File: config.mk
export PLATFORM = sky130hd
export DESIGN_NAME = resonant_ladder_lowpass_flat
export DESIGN_NICKNAME = d
export VERILOG_FILES = /design/src/rll_pkg.sv /design/src/rll_in_if.sv /design/src/rll_out_if.sv /design/src/rll_cfg.sv /design/src/rll_useq.sv /design/src/rll_dp.sv /design/src/resonant_ladder_lowpass.sv /design/src/flat_wrapper.sv
export SDC_FILE = /design/constraint.sdc
export NUM_CORES = 2
export LEC_CHECK = 0
export BUFFER_PORTS_ARGS = -buffer_cell sky130_fd_sc_hd__clkbuf_2
export CELL_PAD_IN_SITES_DETAIL_PLACEMENT = 1
export CELL_PAD_IN_SITES_GLOBAL_PLACEMENT = 1
export CORE_UTILIZATION = 30
export DETAILED_ROUTE_END_ITERATION = 12
export GPL_ROUTABILITY_DRIVEN = 0
export MAX_ROUTING_LAYER = met4
export PLACE_DENSITY = 0.64
export SYNTH_ARGS = -nofsm -noshare
export SYNTH_HDL_FRONTEND = slang
export SYNTH_SLANG_ARGS = --single-unit
File: constraint.sdc
create_clock -name i_clk -period 17.7 [get_ports i_clk]
set_input_delay 2.655 -clock i_clk [delete_from_list [all_inputs] [get_ports i_clk]]
set_output_delay 2.655 -clock i_clk [all_outputs]
set_load 0.02 [all_outputs]
File: src/rll_pkg.sv
// Shared types, constants and functions of the resonant ladder low-pass filter.
// Holds the microcode table, fixed-point helpers and coefficient constants.
// No dependencies.
package rll_pkg;

    localparam int SAMPLE_WIDTH = 24;
    localparam int STATE_WIDTH  = 32;
    localparam int FRAC_BITS    = 20;

    localparam int CFG_WIDTH  = 16;
    localparam int APB_DW     = 32;
    localparam int APB_AW     = 3;
    localparam int REG_IDX_LO = 2;

    // magnitude product, rounded signed product, accumulator
    localparam int MAG_W  = 2 * STATE_WIDTH;
    localparam int PROD_W = 2 * STATE_WIDTH - FRAC_BITS + 1;
    localparam int ACC_W  = PROD_W + 2;

    localparam longint unsigned ONE_L = 64'd1 << FRAC_BITS;

    localparam logic signed [STATE_WIDTH-1:0] ONE    = STATE_WIDTH'(ONE_L);
    localparam logic signed [STATE_WIDTH-1:0] K116   = STATE_WIDTH'((116 * ONE_L + 50) / 100);
    localparam logic signed [STATE_WIDTH-1:0] K015   = STATE_WIDTH'((15 * ONE_L + 50) / 100);
    localparam logic signed [STATE_WIDTH-1:0] K35013 =
        STATE_WIDTH'((35013 * ONE_L + 50000) / 100000);
    localparam logic signed [STATE_WIDTH-1:0] K03    = STATE_WIDTH'((3 * ONE_L + 5) / 10);
    localparam logic [MAG_W-1:0] HALF = MAG_W'(ONE_L >> 1);

    localparam int R_SCALE_SH = 2;

    localparam logic [CFG_WIDTH-1:0] CUTOFF_RST = 16'hFFFF;
    localparam logic [CFG_WIDTH-1:0] RES_RST    = 16'h8000;

    // normalization by full scale (65535), folded in 16-bit digits
    localparam int CFG_FULL   = 65535;
    localparam int CFG_HALF   = 32767;
    localparam int CONV_W     = FRAC_BITS + CFG_WIDTH + 2;
    localparam int CONV_FOLDS = (CONV_W - 1) / CFG_WIDTH + 1;

    typedef enum logic {
        REG_CUTOFF = 1'b0,
        REG_RES    = 1'b1
    } t_reg_idx;

    typedef enum logic [4:0] {
        SRC_ZERO,
        SRC_X,
        SRC_SI0,
        SRC_SI1,
        SRC_SI2,
        SRC_SI3,
        SRC_SO0,
        SRC_SO1,
        SRC_SO2,
        SRC_SO3,
        SRC_FB,
        SRC_POLE,
        SRC_GAIN,
        SRC_ACC,
        SRC_PROD,
        SRC_FC,
        SRC_R4,
        SRC_ONE,
        SRC_K116,
        SRC_K015,
        SRC_K35013,
        SRC_K03
    } t_src;

    typedef enum logic [2:0] {
        AOP_HOLD,
        AOP_LOAD_P,
        AOP_SRC_SUB_P,
        AOP_SACC_ADD_P,
        AOP_ADD_P
    } t_aop;

    typedef enum logic [3:0] {
        DST_NONE,
        DST_SI0,
        DST_SO0_SI1,
        DST_SO1_SI2,
        DST_SO2_SI3,
        DST_SO3,
        DST_FB,
        DST_POLE,
        DST_GAIN
    } t_dst;

    typedef enum logic [1:0] {
        JMP_NEXT,
        JMP_DISPATCH,
        JMP_OUT,
        JMP_ALWAYS
    } t_jmp;

    localparam int UPC_W = 5;
    localparam logic [UPC_W-1:0] UA_IDLE   = 5'd0;
    localparam logic [UPC_W-1:0] UA_STEP   = 5'd1;
    localparam logic [UPC_W-1:0] UA_DERIVE = 5'd16;

    typedef struct packed {
        logic              mul_en;
        t_src              mul_a;
        t_src              mul_b;
        t_aop              aop;
        t_src              acc_src;
        t_dst              dst;
        logic              out_ld;
        t_jmp              jmp;
        logic [UPC_W-1:0]  target;
    } t_uword;

    typedef struct packed {
        t_uword uw;
        logic   x_ld;
    } t_seq_ctl;

    typedef struct packed {
        logic out_free;
    } t_dp_stat;

    function automatic t_uword mk(input logic me, input t_src a, input t_src b,
                                  input t_aop op, input t_src s, input t_dst d,
                                  input logic ol, input t_jmp j,
                                  input logic [UPC_W-1:0] t);
        t_uword w;
        w.mul_en  = me;
        w.mul_a   = a;
        w.mul_b   = b;
        w.aop     = op;
        w.acc_src = s;
        w.dst     = d;
        w.out_ld  = ol;
        w.jmp     = j;
        w.target  = t;
        return w;
    endfunction

    // Program: dispatch, filter step (15 words), coefficient derivation (12 words).
    // The multiplier result is registered in r_mag and then in r_prod before it is visible.
    function automatic t_uword ucode(input logic [UPC_W-1:0] a);
        t_uword w;
        w = mk(1'b0, SRC_ZERO, SRC_ZERO, AOP_HOLD, SRC_ZERO, DST_NONE, 1'b0,
               JMP_ALWAYS, UA_IDLE);
        case (a)
            UA_IDLE: w = mk(1'b0, SRC_ZERO, SRC_ZERO, AOP_HOLD, SRC_ZERO, DST_NONE,
                            1'b0, JMP_DISPATCH, UA_IDLE);
            // filter step
            UA_STEP + 5'd0: w = mk(1'b1, SRC_SO3, SRC_FB, AOP_HOLD, SRC_ZERO, DST_NONE,
                                   1'b0, JMP_NEXT, UA_IDLE);
            UA_STEP + 5'd1: w = mk(1'b0, SRC_ZERO, SRC_ZERO, AOP_HOLD, SRC_ZERO, DST_NONE,
                                   1'b0, JMP_NEXT, UA_IDLE);
            UA_STEP + 5'd2: w = mk(1'b0, SRC_ZERO, SRC_ZERO, AOP_SRC_SUB_P, SRC_X,
                                   DST_NONE, 1'b0, JMP_NEXT, UA_IDLE);
            UA_STEP + 5'd3: w = mk(1'b1, SRC_ACC, SRC_GAIN, AOP_HOLD, SRC_ZERO, DST_NONE,
                                   1'b0, JMP_NEXT, UA_IDLE);
            UA_STEP + 5'd4: w = mk(1'b1, SRC_SI0, SRC_K03, AOP_HOLD, SRC_ZERO, DST_NONE,
                                   1'b0, JMP_NEXT, UA_IDLE);
            UA_STEP + 5'd5: w = mk(1'b1, SRC_POLE, SRC_SO0, AOP_LOAD_P, SRC_ZERO,
                                   DST_NONE, 1'b0, JMP_NEXT, UA_IDLE);
            UA_STEP + 5'd6: w = mk(1'b1, SRC_SI1, SRC_K03, AOP_SACC_ADD_P, SRC_ZERO,
                                   DST_SI0, 1'b0, JMP_NEXT, UA_IDLE);
            UA_STEP + 5'd7: w = mk(1'b1, SRC_POLE, SRC_SO1, AOP_ADD_P, SRC_ZERO,
                                   DST_NONE, 1'b0, JMP_NEXT, UA_IDLE);
            UA_STEP + 5'd8: w = mk(1'b1, SRC_SI2, SRC_K03, AOP_SACC_ADD_P, SRC_ZERO,
                                   DST_SO0_SI1, 1'b0, JMP_NEXT, UA_IDLE);
            UA_STEP + 5'd9: w = mk(1'b1, SRC_POLE, SRC_SO2, AOP_ADD_P, SRC_ZERO,
                                   DST_NONE, 1'b0, JMP_NEXT, UA_IDLE);
            UA_STEP + 5'd10: w = mk(1'b1, SRC_SI3, SRC_K03, AOP_SACC_ADD_P, SRC_ZERO,
                                    DST_SO1_SI2, 1'b0, JMP_NEXT, UA_IDLE);
            UA_STEP + 5'd11: w = mk(1'b1, SRC_POLE, SRC_SO3, AOP_ADD_P, SRC_ZERO,
                                    DST_NONE, 1'b0, JMP_NEXT, UA_IDLE);
            UA_STEP + 5'd12: w = mk(1'b0, SRC_ZERO, SRC_ZERO, AOP_SACC_ADD_P, SRC_ZERO,
                                    DST_SO2_SI3, 1'b0, JMP_NEXT, UA_IDLE);
            UA_STEP + 5'd13: w = mk(1'b0, SRC_ZERO, SRC_ZERO, AOP_ADD_P, SRC_ZERO,
                                    DST_NONE, 1'b0, JMP_NEXT, UA_IDLE);
            UA_STEP + 5'd14: w = mk(1'b0, SRC_ZERO, SRC_ZERO, AOP_HOLD, SRC_ZERO,
                                    DST_SO3, 1'b1, JMP_OUT, UA_IDLE);
            // coefficient derivation
            UA_DERIVE + 5'd0: w = mk(1'b1, SRC_FC, SRC_K116, AOP_HOLD, SRC_ZERO,
                                     DST_NONE, 1'b0, JMP_NEXT, UA_IDLE);
            UA_DERIVE + 5'd1: w = mk(1'b0, SRC_ZERO, SRC_ZERO, AOP_HOLD, SRC_ZERO,
                                     DST_NONE, 1'b0, JMP_NEXT, UA_IDLE);
            UA_DERIVE + 5'd2: w = mk(1'b1, SRC_PROD, SRC_PROD, AOP_SRC_SUB_P, SRC_ONE,
                                     DST_NONE, 1'b0, JMP_NEXT, UA_IDLE);
            UA_DERIVE + 5'd3: w = mk(1'b0, SRC_ZERO, SRC_ZERO, AOP_HOLD, SRC_ZERO,
                                     DST_POLE, 1'b0, JMP_NEXT, UA_IDLE);
            UA_DERIVE + 5'd4: w = mk(1'b1, SRC_PROD, SRC_PROD, AOP_LOAD_P, SRC_ZERO,
                                     DST_NONE, 1'b0, JMP_NEXT, UA_IDLE);
            UA_DERIVE + 5'd5: w = mk(1'b1, SRC_PROD, SRC_K015, AOP_HOLD, SRC_ZERO,
                                     DST_NONE, 1'b0, JMP_NEXT, UA_IDLE);
            UA_DERIVE + 5'd6: w = mk(1'b0, SRC_ZERO, SRC_ZERO, AOP_LOAD_P, SRC_ZERO,
                                     DST_NONE, 1'b0, JMP_NEXT, UA_IDLE);
            UA_DERIVE + 5'd7: w = mk(1'b1, SRC_ACC, SRC_K35013, AOP_SRC_SUB_P, SRC_ONE,
                                     DST_NONE, 1'b0, JMP_NEXT, UA_IDLE);
            UA_DERIVE + 5'd8: w = mk(1'b1, SRC_R4, SRC_ACC, AOP_HOLD, SRC_ZERO,
                                     DST_NONE, 1'b0, JMP_NEXT, UA_IDLE);
            UA_DERIVE + 5'd9: w = mk(1'b0, SRC_ZERO, SRC_ZERO, AOP_LOAD_P, SRC_ZERO,
                                     DST_NONE, 1'b0, JMP_NEXT, UA_IDLE);
            UA_DERIVE + 5'd10: w = mk(1'b0, SRC_ZERO, SRC_ZERO, AOP_LOAD_P, SRC_ZERO,
                                      DST_GAIN, 1'b0, JMP_NEXT, UA_IDLE);
            UA_DERIVE + 5'd11: w = mk(1'b0, SRC_ZERO, SRC_ZERO, AOP_HOLD, SRC_ZERO,
                                      DST_FB, 1'b0, JMP_ALWAYS, UA_IDLE);
            default: w = mk(1'b0, SRC_ZERO, SRC_ZERO, AOP_HOLD, SRC_ZERO, DST_NONE,
                            1'b0, JMP_ALWAYS, UA_IDLE);
        endcase
        return w;
    endfunction

    // round(v * 2^F / 65535)
    function automatic logic signed [STATE_WIDTH-1:0] to_unit(
        input logic [CFG_WIDTH-1:0] v);
        logic [CONV_W-1:0] x;
        logic [CONV_W-1:0] q;
        x = (CONV_W'(v) << FRAC_BITS) + CONV_W'(CFG_HALF);
        q = '0;
        for (int i = 0; i < CONV_FOLDS; i++) begin
            q = q + (x >> CFG_WIDTH);
            x = (x >> CFG_WIDTH) + (x & CONV_W'(CFG_FULL + 1 - 1));
        end
        if (x >= CONV_W'(CFG_FULL)) begin
            q = q + CONV_W'(1);
        end
        return STATE_WIDTH'(q);
    endfunction

    function automatic logic signed [STATE_WIDTH-1:0] sat_state(
        input logic signed [ACC_W-1:0] v);
        logic [ACC_W-STATE_WIDTH:0] top;
        top = v[ACC_W-1:STATE_WIDTH-1];
        if ((&top) || !(|top)) begin
            return v[STATE_WIDTH-1:0];
        end
        return v[ACC_W-1] ? {1'b1, {(STATE_WIDTH-1){1'b0}}}
                          : {1'b0, {(STATE_WIDTH-1){1'b1}}};
    endfunction

    function automatic logic signed [SAMPLE_WIDTH-1:0] sat_sample(
        input logic signed [STATE_WIDTH-1:0] v);
        logic [STATE_WIDTH-SAMPLE_WIDTH:0] top;
        top = v[STATE_WIDTH-1:SAMPLE_WIDTH-1];
        if ((&top) || !(|top)) begin
            return v[SAMPLE_WIDTH-1:0];
        end
        return v[STATE_WIDTH-1] ? {1'b1, {(SAMPLE_WIDTH-1){1'b0}}}
                                : {1'b0, {(SAMPLE_WIDTH-1){1'b1}}};
    endfunction

endpackage

File: src/rll_in_if.sv
// Input sample channel: valid/ready handshake with one sample per beat.
// Depends on rll_pkg for the sample width.
interface rll_in_if;
    logic                                  valid;
    logic                                  ready;
    logic signed [rll_pkg::SAMPLE_WIDTH-1:0] sample_in;

    modport source(output valid, output sample_in, input ready);
    modport sink(input valid, input sample_in, output ready);
endinterface

File: src/rll_out_if.sv
// Output sample channel: valid/ready handshake with one sample per beat.
// Depends on rll_pkg for the sample width.
interface rll_out_if;
    logic                                  valid;
    logic                                  ready;
    logic signed [rll_pkg::SAMPLE_WIDTH-1:0] sample_out;

    modport source(output valid, output sample_out, input ready);
    modport sink(input valid, input sample_out, output ready);
endinterface

File: src/rll_cfg.sv
// APB register file for cutoff and resonance; normalizes both to Q.F, resonance times 4.
// Depends on rll_pkg.
module rll_cfg (
    input  logic                                 i_clk,
    input  logic                                 i_rst_n,
    input  logic                                 psel,
    input  logic                                 penable,
    input  logic                                 pwrite,
    input  logic [rll_pkg::APB_AW-1:0]           paddr,
    input  logic [rll_pkg::APB_DW-1:0]           pwdata,
    output logic [rll_pkg::APB_DW-1:0]           prdata,
    output logic                                 pready,
    output logic                                 o_wr,
    output logic signed [rll_pkg::STATE_WIDTH-1:0] o_fc,
    output logic signed [rll_pkg::STATE_WIDTH-1:0] o_r4
);

    logic [rll_pkg::CFG_WIDTH-1:0] r_cutoff;
    logic [rll_pkg::CFG_WIDTH-1:0] r_res;
    rll_pkg::t_reg_idx             idx;

    assign idx    = rll_pkg::t_reg_idx'(paddr[rll_pkg::REG_IDX_LO]);
    assign pready = 1'b1;
    assign o_wr   = psel && penable && pwrite;

    always_ff @(posedge i_clk) begin
        if (!i_rst_n) begin
            r_cutoff <= rll_pkg::CUTOFF_RST;
            r_res    <= rll_pkg::RES_RST;
        end else if (o_wr) begin
            case (idx)
                rll_pkg::REG_CUTOFF: r_cutoff <= pwdata[rll_pkg::CFG_WIDTH-1:0];
                rll_pkg::REG_RES:    r_res    <= pwdata[rll_pkg::CFG_WIDTH-1:0];
                default: ;
            endcase
        end
    end

    always_comb begin
        case (idx)
            rll_pkg::REG_CUTOFF: prdata = rll_pkg::APB_DW'(r_cutoff);
            rll_pkg::REG_RES:    prdata = rll_pkg::APB_DW'(r_res);
            default:             prdata = '0;
        endcase
    end

    assign o_fc = rll_pkg::to_unit(r_cutoff);
    assign o_r4 = rll_pkg::to_unit(r_res) <<< rll_pkg::R_SCALE_SH;

endmodule

File: src/rll_useq.sv
// Microcode sequencer: step counter, dispatch and conditional jumps.
// Reads the control store in rll_pkg; drives rll_dp.
module rll_useq (
    input  logic                i_clk,
    input  logic                i_rst_n,
    input  logic                i_cfg_wr,
    input  logic                i_in_valid,
    output logic                o_in_ready,
    input  rll_pkg::t_dp_stat   i_stat,
    output rll_pkg::t_seq_ctl   o_ctl
);

    logic [rll_pkg::UPC_W-1:0] r_upc;
    logic [rll_pkg::UPC_W-1:0] n_upc;
    logic                      r_pend;
    logic                      n_pend;
    rll_pkg::t_uword           uw;
    logic                      x_ld;

    assign uw = rll_pkg::ucode(r_upc);

    // pending derivation after reset and after any register write
    always_comb begin
        n_upc  = r_upc + rll_pkg::UPC_W'(1);
        n_pend = r_pend;
        x_ld   = 1'b0;
        case (uw.jmp)
            rll_pkg::JMP_NEXT: ;
            rll_pkg::JMP_DISPATCH: begin
                if (r_pend) begin
                    n_upc  = rll_pkg::UA_DERIVE;
                    n_pend = 1'b0;
                end else if (i_in_valid) begin
                    n_upc = rll_pkg::UA_STEP;
                    x_ld  = 1'b1;
                end else begin
                    n_upc = r_upc;
                end
            end
            rll_pkg::JMP_OUT: n_upc = i_stat.out_free ? uw.target : r_upc;
            rll_pkg::JMP_ALWAYS: n_upc = uw.target;
            default: n_upc = rll_pkg::UA_IDLE;
        endcase
        if (i_cfg_wr) begin
            n_pend = 1'b1;
        end
    end

    always_ff @(posedge i_clk) begin
        if (!i_rst_n) begin
            r_upc  <= rll_pkg::UA_IDLE;
            r_pend <= 1'b1;
        end else begin
            r_upc  <= n_upc;
            r_pend <= n_pend;
        end
    end

    assign o_in_ready = (r_upc == rll_pkg::UA_IDLE) && !r_pend;
    assign o_ctl.uw   = uw;
    assign o_ctl.x_ld = x_ld;

endmodule

File: src/rll_dp.sv
// Datapath: two-stage shared multiplier, accumulator with saturation,
// pole state, coefficients and output register. Depends on rll_pkg.
module rll_dp (
    input  logic                                   i_clk,
    input  logic                                   i_rst_n,
    input  rll_pkg::t_seq_ctl                      i_ctl,
    input  logic signed [rll_pkg::SAMPLE_WIDTH-1:0] i_sample,
    input  logic signed [rll_pkg::STATE_WIDTH-1:0]  i_fc,
    input  logic signed [rll_pkg::STATE_WIDTH-1:0]  i_r4,
    input  logic                                   i_out_ready,
    output rll_pkg::t_dp_stat                      o_stat,
    output logic                                   o_out_valid,
    output logic signed [rll_pkg::SAMPLE_WIDTH-1:0] o_sample
);

    localparam int SW = rll_pkg::STATE_WIDTH;
    localparam int AW = rll_pkg::ACC_W;
    localparam int PW = rll_pkg::PROD_W;
    localparam int MW = rll_pkg::MAG_W;
    localparam int NP = 4;

    logic signed [rll_pkg::SAMPLE_WIDTH-1:0] r_x;
    logic signed [SW-1:0]                    r_si [NP];
    logic signed [SW-1:0]                    r_so [NP];
    logic signed [SW-1:0]                    r_fb;
    logic signed [SW-1:0]                    r_pole;
    logic signed [SW-1:0]                    r_gain;
    logic [MW-1:0]                           r_mag;
    logic                                    r_neg;
    logic                                    r_mv;
    logic signed [PW-1:0]                    r_prod;
    logic signed [AW-1:0]                    r_acc;
    logic signed [AW-1:0]                    n_acc;
    logic                                    r_out_v;
    logic signed [rll_pkg::SAMPLE_WIDTH-1:0] r_out;

    logic signed [SW-1:0] op_a;
    logic signed [SW-1:0] op_b;
    logic signed [SW-1:0] op_s;
    logic signed [SW-1:0] sacc;
    logic signed [SW-1:0] sprod;
    logic [SW-1:0]        mag_a;
    logic [SW-1:0]        mag_b;
    logic [MW-1:0]        rnd;
    logic signed [PW-1:0] pmag;
    logic                 out_free;
    rll_pkg::t_uword      uw;

    assign uw    = i_ctl.uw;
    assign sacc  = rll_pkg::sat_state(r_acc);
    assign sprod = rll_pkg::sat_state(AW'(r_prod));

    function automatic logic signed [SW-1:0] pick(input rll_pkg::t_src s);
        case (s)
            rll_pkg::SRC_ZERO:   return '0;
            rll_pkg::SRC_X:      return SW'(r_x);
            rll_pkg::SRC_SI0:    return r_si[0];
            rll_pkg::SRC_SI1:    return r_si[1];
            rll_pkg::SRC_SI2:    return r_si[2];
            rll_pkg::SRC_SI3:    return r_si[3];
            rll_pkg::SRC_SO0:    return r_so[0];
            rll_pkg::SRC_SO1:    return r_so[1];
            rll_pkg::SRC_SO2:    return r_so[2];
            rll_pkg::SRC_SO3:    return r_so[3];
            rll_pkg::SRC_FB:     return r_fb;
            rll_pkg::SRC_POLE:   return r_pole;
            rll_pkg::SRC_GAIN:   return r_gain;
            rll_pkg::SRC_ACC:    return sacc;
            rll_pkg::SRC_PROD:   return sprod;
            rll_pkg::SRC_FC:     return i_fc;
            rll_pkg::SRC_R4:     return i_r4;
            rll_pkg::SRC_ONE:    return rll_pkg::ONE;
            rll_pkg::SRC_K116:   return rll_pkg::K116;
            rll_pkg::SRC_K015:   return rll_pkg::K015;
            rll_pkg::SRC_K35013: return rll_pkg::K35013;
            rll_pkg::SRC_K03:    return rll_pkg::K03;
            default:             return '0;
        endcase
    endfunction

    always_comb begin
        op_a = pick(uw.mul_a);
        op_b = pick(uw.mul_b);
        op_s = pick(uw.acc_src);
    end

    // sign-magnitude multiply, round half away from zero
    assign mag_a = op_a[SW-1] ? SW'(-op_a) : SW'(op_a);
    assign mag_b = op_b[SW-1] ? SW'(-op_b) : SW'(op_b);
    assign rnd   = (r_mag + rll_pkg::HALF) >> rll_pkg::FRAC_BITS;
    assign pmag  = rnd[PW-1:0];

    always_comb begin
        case (uw.aop)
            rll_pkg::AOP_HOLD:       n_acc = r_acc;
            rll_pkg::AOP_LOAD_P:     n_acc = AW'(r_prod);
            rll_pkg::AOP_SRC_SUB_P:  n_acc = AW'(op_s) - AW'(r_prod);
            rll_pkg::AOP_SACC_ADD_P: n_acc = AW'(sacc) + AW'(r_prod);
            rll_pkg::AOP_ADD_P:      n_acc = r_acc + AW'(r_prod);
            default:                 n_acc = r_acc;
        endcase
    end

    assign out_free = !r_out_v || i_out_ready;

    always_ff @(posedge i_clk) begin
        if (!i_rst_n) begin
            r_mv    <= 1'b0;
            r_out_v <= 1'b0;
            for (int k = 0; k < NP; k++) begin
                r_si[k] <= '0;
                r_so[k] <= '0;
            end
        end else begin
            r_mv <= uw.mul_en;
            if (uw.out_ld && out_free) begin
                r_out_v <= 1'b1;
            end else if (i_out_ready) begin
                r_out_v <= 1'b0;
            end
            case (uw.dst)
                rll_pkg::DST_SI0: r_si[0] <= sacc;
                rll_pkg::DST_SO0_SI1: begin
                    r_so[0] <= sacc;
                    r_si[1] <= sacc;
                end
                rll_pkg::DST_SO1_SI2: begin
                    r_so[1] <= sacc;
                    r_si[2] <= sacc;
                end
                rll_pkg::DST_SO2_SI3: begin
                    r_so[2] <= sacc;
                    r_si[3] <= sacc;
                end
                rll_pkg::DST_SO3: r_so[3] <= sacc;
                default: ;
            endcase
        end
    end

    always_ff @(posedge i_clk) begin
        if (i_ctl.x_ld) begin
            r_x <= i_sample;
        end
        if (uw.mul_en) begin
            r_mag <= MW'(mag_a) * MW'(mag_b);
            r_neg <= op_a[SW-1] ^ op_b[SW-1];
        end
        if (r_mv) begin
            r_prod <= r_neg ? -pmag : pmag;
        end
        r_acc <= n_acc;
        case (uw.dst)
            rll_pkg::DST_FB:   r_fb   <= sacc;
            rll_pkg::DST_POLE: r_pole <= sacc;
            rll_pkg::DST_GAIN: r_gain <= sacc;
            default: ;
        endcase
        if (uw.out_ld && out_free) begin
            r_out <= rll_pkg::sat_sample(sacc);
        end
    end

    assign o_stat.out_free = out_free;
    assign o_out_valid     = r_out_v;
    assign o_sample        = r_out;

endmodule

File: src/resonant_ladder_lowpass.sv
// Four-pole resonant ladder low-pass filter, microcoded around one multiplier.
// Depends on rll_pkg, rll_in_if, rll_out_if, rll_cfg, rll_useq, rll_dp.
//
//   port        dir   beat                   width
//   i_smp       in    sample_in, Q3.20       24
//   o_smp       out   sample_out, Q3.20      24
//   APB         in    cutoff @0, resonance @4  16 of 32
//
// Each sample runs a dispatch step plus 15 program steps, set by the single
// shared multiplier and its two pipeline stages.
// After reset and after each register write a 12-step derivation program runs
// before the next input beat is taken.
// The result sits in an output register; while it is not taken, the last
// program step holds and no new beat is accepted.
module resonant_ladder_lowpass (
    input  logic                        i_clk,
    input  logic                        i_rst_n,
    rll_in_if.sink                      i_smp,
    rll_out_if.source                   o_smp,
    input  logic                        psel,
    input  logic                        penable,
    input  logic                        pwrite,
    input  logic [rll_pkg::APB_AW-1:0]  paddr,
    input  logic [rll_pkg::APB_DW-1:0]  pwdata,
    output logic [rll_pkg::APB_DW-1:0]  prdata,
    output logic                        pready
);

    logic                                  cfg_wr;
    logic signed [rll_pkg::STATE_WIDTH-1:0] fc;
    logic signed [rll_pkg::STATE_WIDTH-1:0] r4;
    rll_pkg::t_seq_ctl                     ctl;
    rll_pkg::t_dp_stat                     stat;

    rll_cfg u_cfg (
        .i_clk   (i_clk),
        .i_rst_n (i_rst_n),
        .psel    (psel),
        .penable (penable),
        .pwrite  (pwrite),
        .paddr   (paddr),
        .pwdata  (pwdata),
        .prdata  (prdata),
        .pready  (pready),
        .o_wr    (cfg_wr),
        .o_fc    (fc),
        .o_r4    (r4)
    );

    rll_useq u_seq (
        .i_clk      (i_clk),
        .i_rst_n    (i_rst_n),
        .i_cfg_wr   (cfg_wr),
        .i_in_valid (i_smp.valid),
        .o_in_ready (i_smp.ready),
        .i_stat     (stat),
        .o_ctl      (ctl)
    );

    rll_dp u_dp (
        .i_clk       (i_clk),
        .i_rst_n     (i_rst_n),
        .i_ctl       (ctl),
        .i_sample    (i_smp.sample_in),
        .i_fc        (fc),
        .i_r4        (r4),
        .i_out_ready (o_smp.ready),
        .o_stat      (stat),
        .o_out_valid (o_smp.valid),
        .o_sample    (o_smp.sample_out)
    );

endmodule
File: src/flat_wrapper.sv
// flat-port wrapper written by rule: the top's interface ports become plain ports
module resonant_ladder_lowpass_flat 
  (i_clk, i_rst_n, psel, penable, pwrite, paddr, pwdata, prdata, pready, i_smp_valid, i_smp_sample_in, i_smp_ready, o_smp_valid, o_smp_sample_out, o_smp_ready);
  rll_in_if i_smp_i ();
  rll_out_if o_smp_i ();
  input  logic i_clk;
  input  logic i_rst_n;
  input  logic psel;
  input  logic penable;
  input  logic pwrite;
  input  logic [rll_pkg::APB_AW-1:0] paddr;
  input  logic [rll_pkg::APB_DW-1:0] pwdata;
  output logic [rll_pkg::APB_DW-1:0] prdata;
  output logic pready;
  input wire logic [$bits(i_smp_i.valid)-1:0] i_smp_valid;
  input wire logic [$bits(i_smp_i.sample_in)-1:0] i_smp_sample_in;
  output wire logic [$bits(i_smp_i.ready)-1:0] i_smp_ready;
  output wire logic [$bits(o_smp_i.valid)-1:0] o_smp_valid;
  output wire logic [$bits(o_smp_i.sample_out)-1:0] o_smp_sample_out;
  input wire logic [$bits(o_smp_i.ready)-1:0] o_smp_ready;
  assign i_smp_i.valid = i_smp_valid;
  assign i_smp_i.sample_in = i_smp_sample_in;
  assign i_smp_ready = i_smp_i.ready;
  assign o_smp_valid = o_smp_i.valid;
  assign o_smp_sample_out = o_smp_i.sample_out;
  assign o_smp_i.ready = o_smp_ready;
  resonant_ladder_lowpass u_core (.i_clk(i_clk), .i_rst_n(i_rst_n), .i_smp(i_smp_i), .o_smp(o_smp_i), .psel(psel), .penable(penable), .pwrite(pwrite), .paddr(paddr), .pwdata(pwdata), .prdata(prdata), .pready(pready));
endmodule
==> results_dict.tcl <==
set metrics [dict create \
    design.core.area_um2 228000 \
    portBuffers 89 \
    grt_antenna_before_repair 5 \
    synthesis_stage_register_bit_count 505 \
    fillCellCount 26724 \
    finalCritPeriodShare_pct 94.4 \
    cts-buffers-inserted 66 \
    die-width_um 482 \
    row_count 175 \
    tritoncts_clock_tree "built" \
    drt_iter0_drcs 5746 \
    violations "max-capacitance violations" \
    layout_utilization_pct 33.5 \
    start_util_pct 30.3 \
    grt_start_max_net_pins 50 \
    worst-endpoint-arrival_ns 17.08 \
    average_detailed_routed_wire_length_per_instance_um 25.6 \
    run_status "finished, violations left" \
    worst_setup_path_start_kind "flop" \
    wire_length_of_the_first_global_routing_pass_um 418000 \
    crit_path_time_final_ns 16.70 \
    cts.path.max_buffers 3 \
    grt_pass1_vias 65138 \
    synthesis.area_per_instance_um2 8.76 \
    hold_sp "u_core.u_seq.uw[7]" \
    post_cts_hold_buffer_count 0 \
    fraction_of_post_synthesis_cell_area_in_the_top_cell_type_by_area_pct 26.0 \
    route.vias.total 61071 \
    timing.final.hold_violations 0 \
    synth.most_common_cell "inv_1" \
    die-area_um2 233000 \
    async_reset_ff_share_pct 0 \
    h_tree_depth_reported_by_cts 3 \
    worst_slew_pin_slew_ns 1.46 \
    timing.fmax_mhz 59.9 \
    max-slew-margin-rel_pct 1.53 \
    area_growth_pct 10.6 \
    setup-violations-final 0 \
    syn-cell-area_um2 69200 \
    synth.cells.most_frequent "1205 x inv_1, 937 x nor2_1, 898 x fa_1" \
    drc 0 \
    path_common_cell "fa_1" \
    nets 9287 \
    firstDrtPassIters 8 \
    dominantRegCellSynth "edfxtp_1" \
    wl_um 281000 \
    antenna_violating_nets_post_route 0 \
    clock_root_cell "clkbuf_16" \
    cp_data_required_time_ns 18.08 \
    die_h_um 482 \
    hp-class "reg -> reg" \
    route.detailed.vias_per_inst 5.57 \
    syn-instance-count 7897 \
    synth_top_cell_by_area "fa_1" \
    finalSetupTns_ns 0 \
    max_incr_delay_on_cp_ns 0.63 \
    crit_start "u_core.u_cfg.r_cutoff[1]" \
    netlist_top_cells_area "fa_1 26%, edfxtp_1 19%, ha_1 7.7%" \
    crit_path_end_kind "flop" \
    insertion_delay_ns 0.68 \
    grt_overflow_total 0 \
    startpoint_of_the_worst_slack_reg_to_reg_timing_path "u_core.u_cfg.r_cutoff[1]" \
    count_of_flip_flops_with_a_built_in_enable_after_synthesis 442 \
    worst_clock_skew_ns 0.0493 \
    yosysWarnings 0 \
    drive_gt1_share_pct 7.88 \
    grt_usage_pct 24.8 \
    timing_worst_setup_path_type "reg -> reg" \
    place.detailed.hpwl_um 215000 \
    worst_path_max_delay_cell "a21oi_1" \
    sinks_on_the_clock_net 505 \
    ys_types 93 \
    slew_viols_final 0 \
    rsz0062_at_grt "no" \
    total_of_max_cap_violations 1 \
    ports_placed_on_the_boundary 125 \
    cp_max_fo 15 \
    synth_sequential_area_ratio_pct 21.0 \
    clk_transition_reported_paths_ns 0.06 \
]
==> cell usage in the layout (no fill, tap or decap), drive strengths merged, types with 60 or more instances in the layout <==
| cell type | n |
|---|---|
| clkbuf | 172 |
| o221ai | 62 |
| ha | 427 |
| buf | 238 |
| o21ai | 284 |
| nand2b | 69 |
| a21o | 104 |
| dfxtp | 63 |
| xor2 | 178 |
| a211oi | 60 |
| nor3 | 102 |
| fa | 898 |
| nand2 | 843 |
| xnor2 | 265 |
| a21oi | 314 |
| a22oi | 136 |
| nor2 | 937 |
| nor2b | 63 |
| nand3 | 197 |
| inv | 1212 |
| edfxtp | 442 |
==> logic make-up (layout without fill, tap and decap cells) <==
| group | count (synthesis) | in the layout | synth area share (%) |
|---|---|---|---|
| multiplexers | 32 | 32 | 0.495 |
| other | 2 | 23 | 0.0109 |
| XOR/XNOR | 443 | 443 | 5.66 |
| AO/OA/AOI/OAI | 1437 | 1437 | 14.0 |
| AND/OR/NAND/NOR | 2529 | 2529 | 16.2 |
| flip-flops | 505 | 505 | 21.0 |
| buffers and inverters | 1623 | 1657 | 8.94 |
| adder cells (fa/ha/maj) | 1326 | 1326 | 33.7 |
==> critical path: cells and delay by family (launching register included) <==
kind | cells | cell delay, ns
compound gates | 17 | 4.51
xor+xnor | 3 | 0.71
fa+ha+maj | 13 | 5.18
buf+inv | 9 | 1.14
flops | 1 | 0.42
simple gates | 13 | 4.47
==> metrics by stage <==
stage          worst slack [ns]  hold slack (ns)  cells  area (um^2)
5_1_grt                  0.0560            0.528  10957        76600
4_1_cts                   0.802            0.508  10953        76500
6_report                  0.995            0.501  10961        76600
3_3_place_gp               1.08            0.498  10835        74300
3_5_place_dp              0.844            0.499  10835        74300
2_1_floorplan              3.11            0.433   7912        69300
==> path summary, 6_finish.rpt <==
check                       endpoint  slack [ns]  depth (start not counted)
min          u_core.u_dp.o_out_valid        0.50                          1
max            u_core.u_dp.r_mag[46]         1.0                         55
max reg2reg    u_core.u_dp.r_mag[46]         1.0                         55
min reg2reg  u_core.u_dp.o_out_valid        0.50                          1
==> metal layers <==
metal	vias up	routed length [um]	track usage (%)
met5	-	0	-
met4	0	18100	13.6
met3	744	19100	3.39
met2	2585	131000	39.7
met1	31605	113000	30.2
li1	26137	-	-
==> flip-flops by register name (all words and copies together), names as in the netlist, 5 cells and up <==
register,cells
u_core.u_dp.r_prod,45
u_core.u_cfg.r_res,16
u_core.u_dp.r_si,128
u_core.u_dp.o_sample,24
u_core.u_cfg.r_cutoff,16
u_core.u_dp.r_acc,47
u_core.u_seq.uw,23
u_core.u_dp.r_x,24
u_core.u_dp.r_so,32
u_core.u_dp.r_fb,32
u_core.u_seq.r_upc,5
u_core.u_dp.r_gain,32
u_core.u_dp.r_pole,32
u_core.u_dp.r_mag,45
==> cell type report <==
class	count	area [um^2]	area share, %
well taps	3009	3760	4.92
inverters	1212	4550	5.94
repair buffers	327	2230	2.92
diodes	6	15.0	0.0196
clock buffers	83	1770	2.31
multi-input cells	5784	49300	64.4
flip-flops and latches	505	14500	19.0
clock inverters	35	404	0.528
==> timing repair <==
| action | in CTS | in global routing |
|---|---|---|
| setup endpoints to repair | 0 | 2 |
| setup buffers | 0 | 2 |
| resized for setup | 0 | 3 |
Power is not shown: default switching activity piles up to over one toggle a cycle in this logic, so the estimate is an artifact.
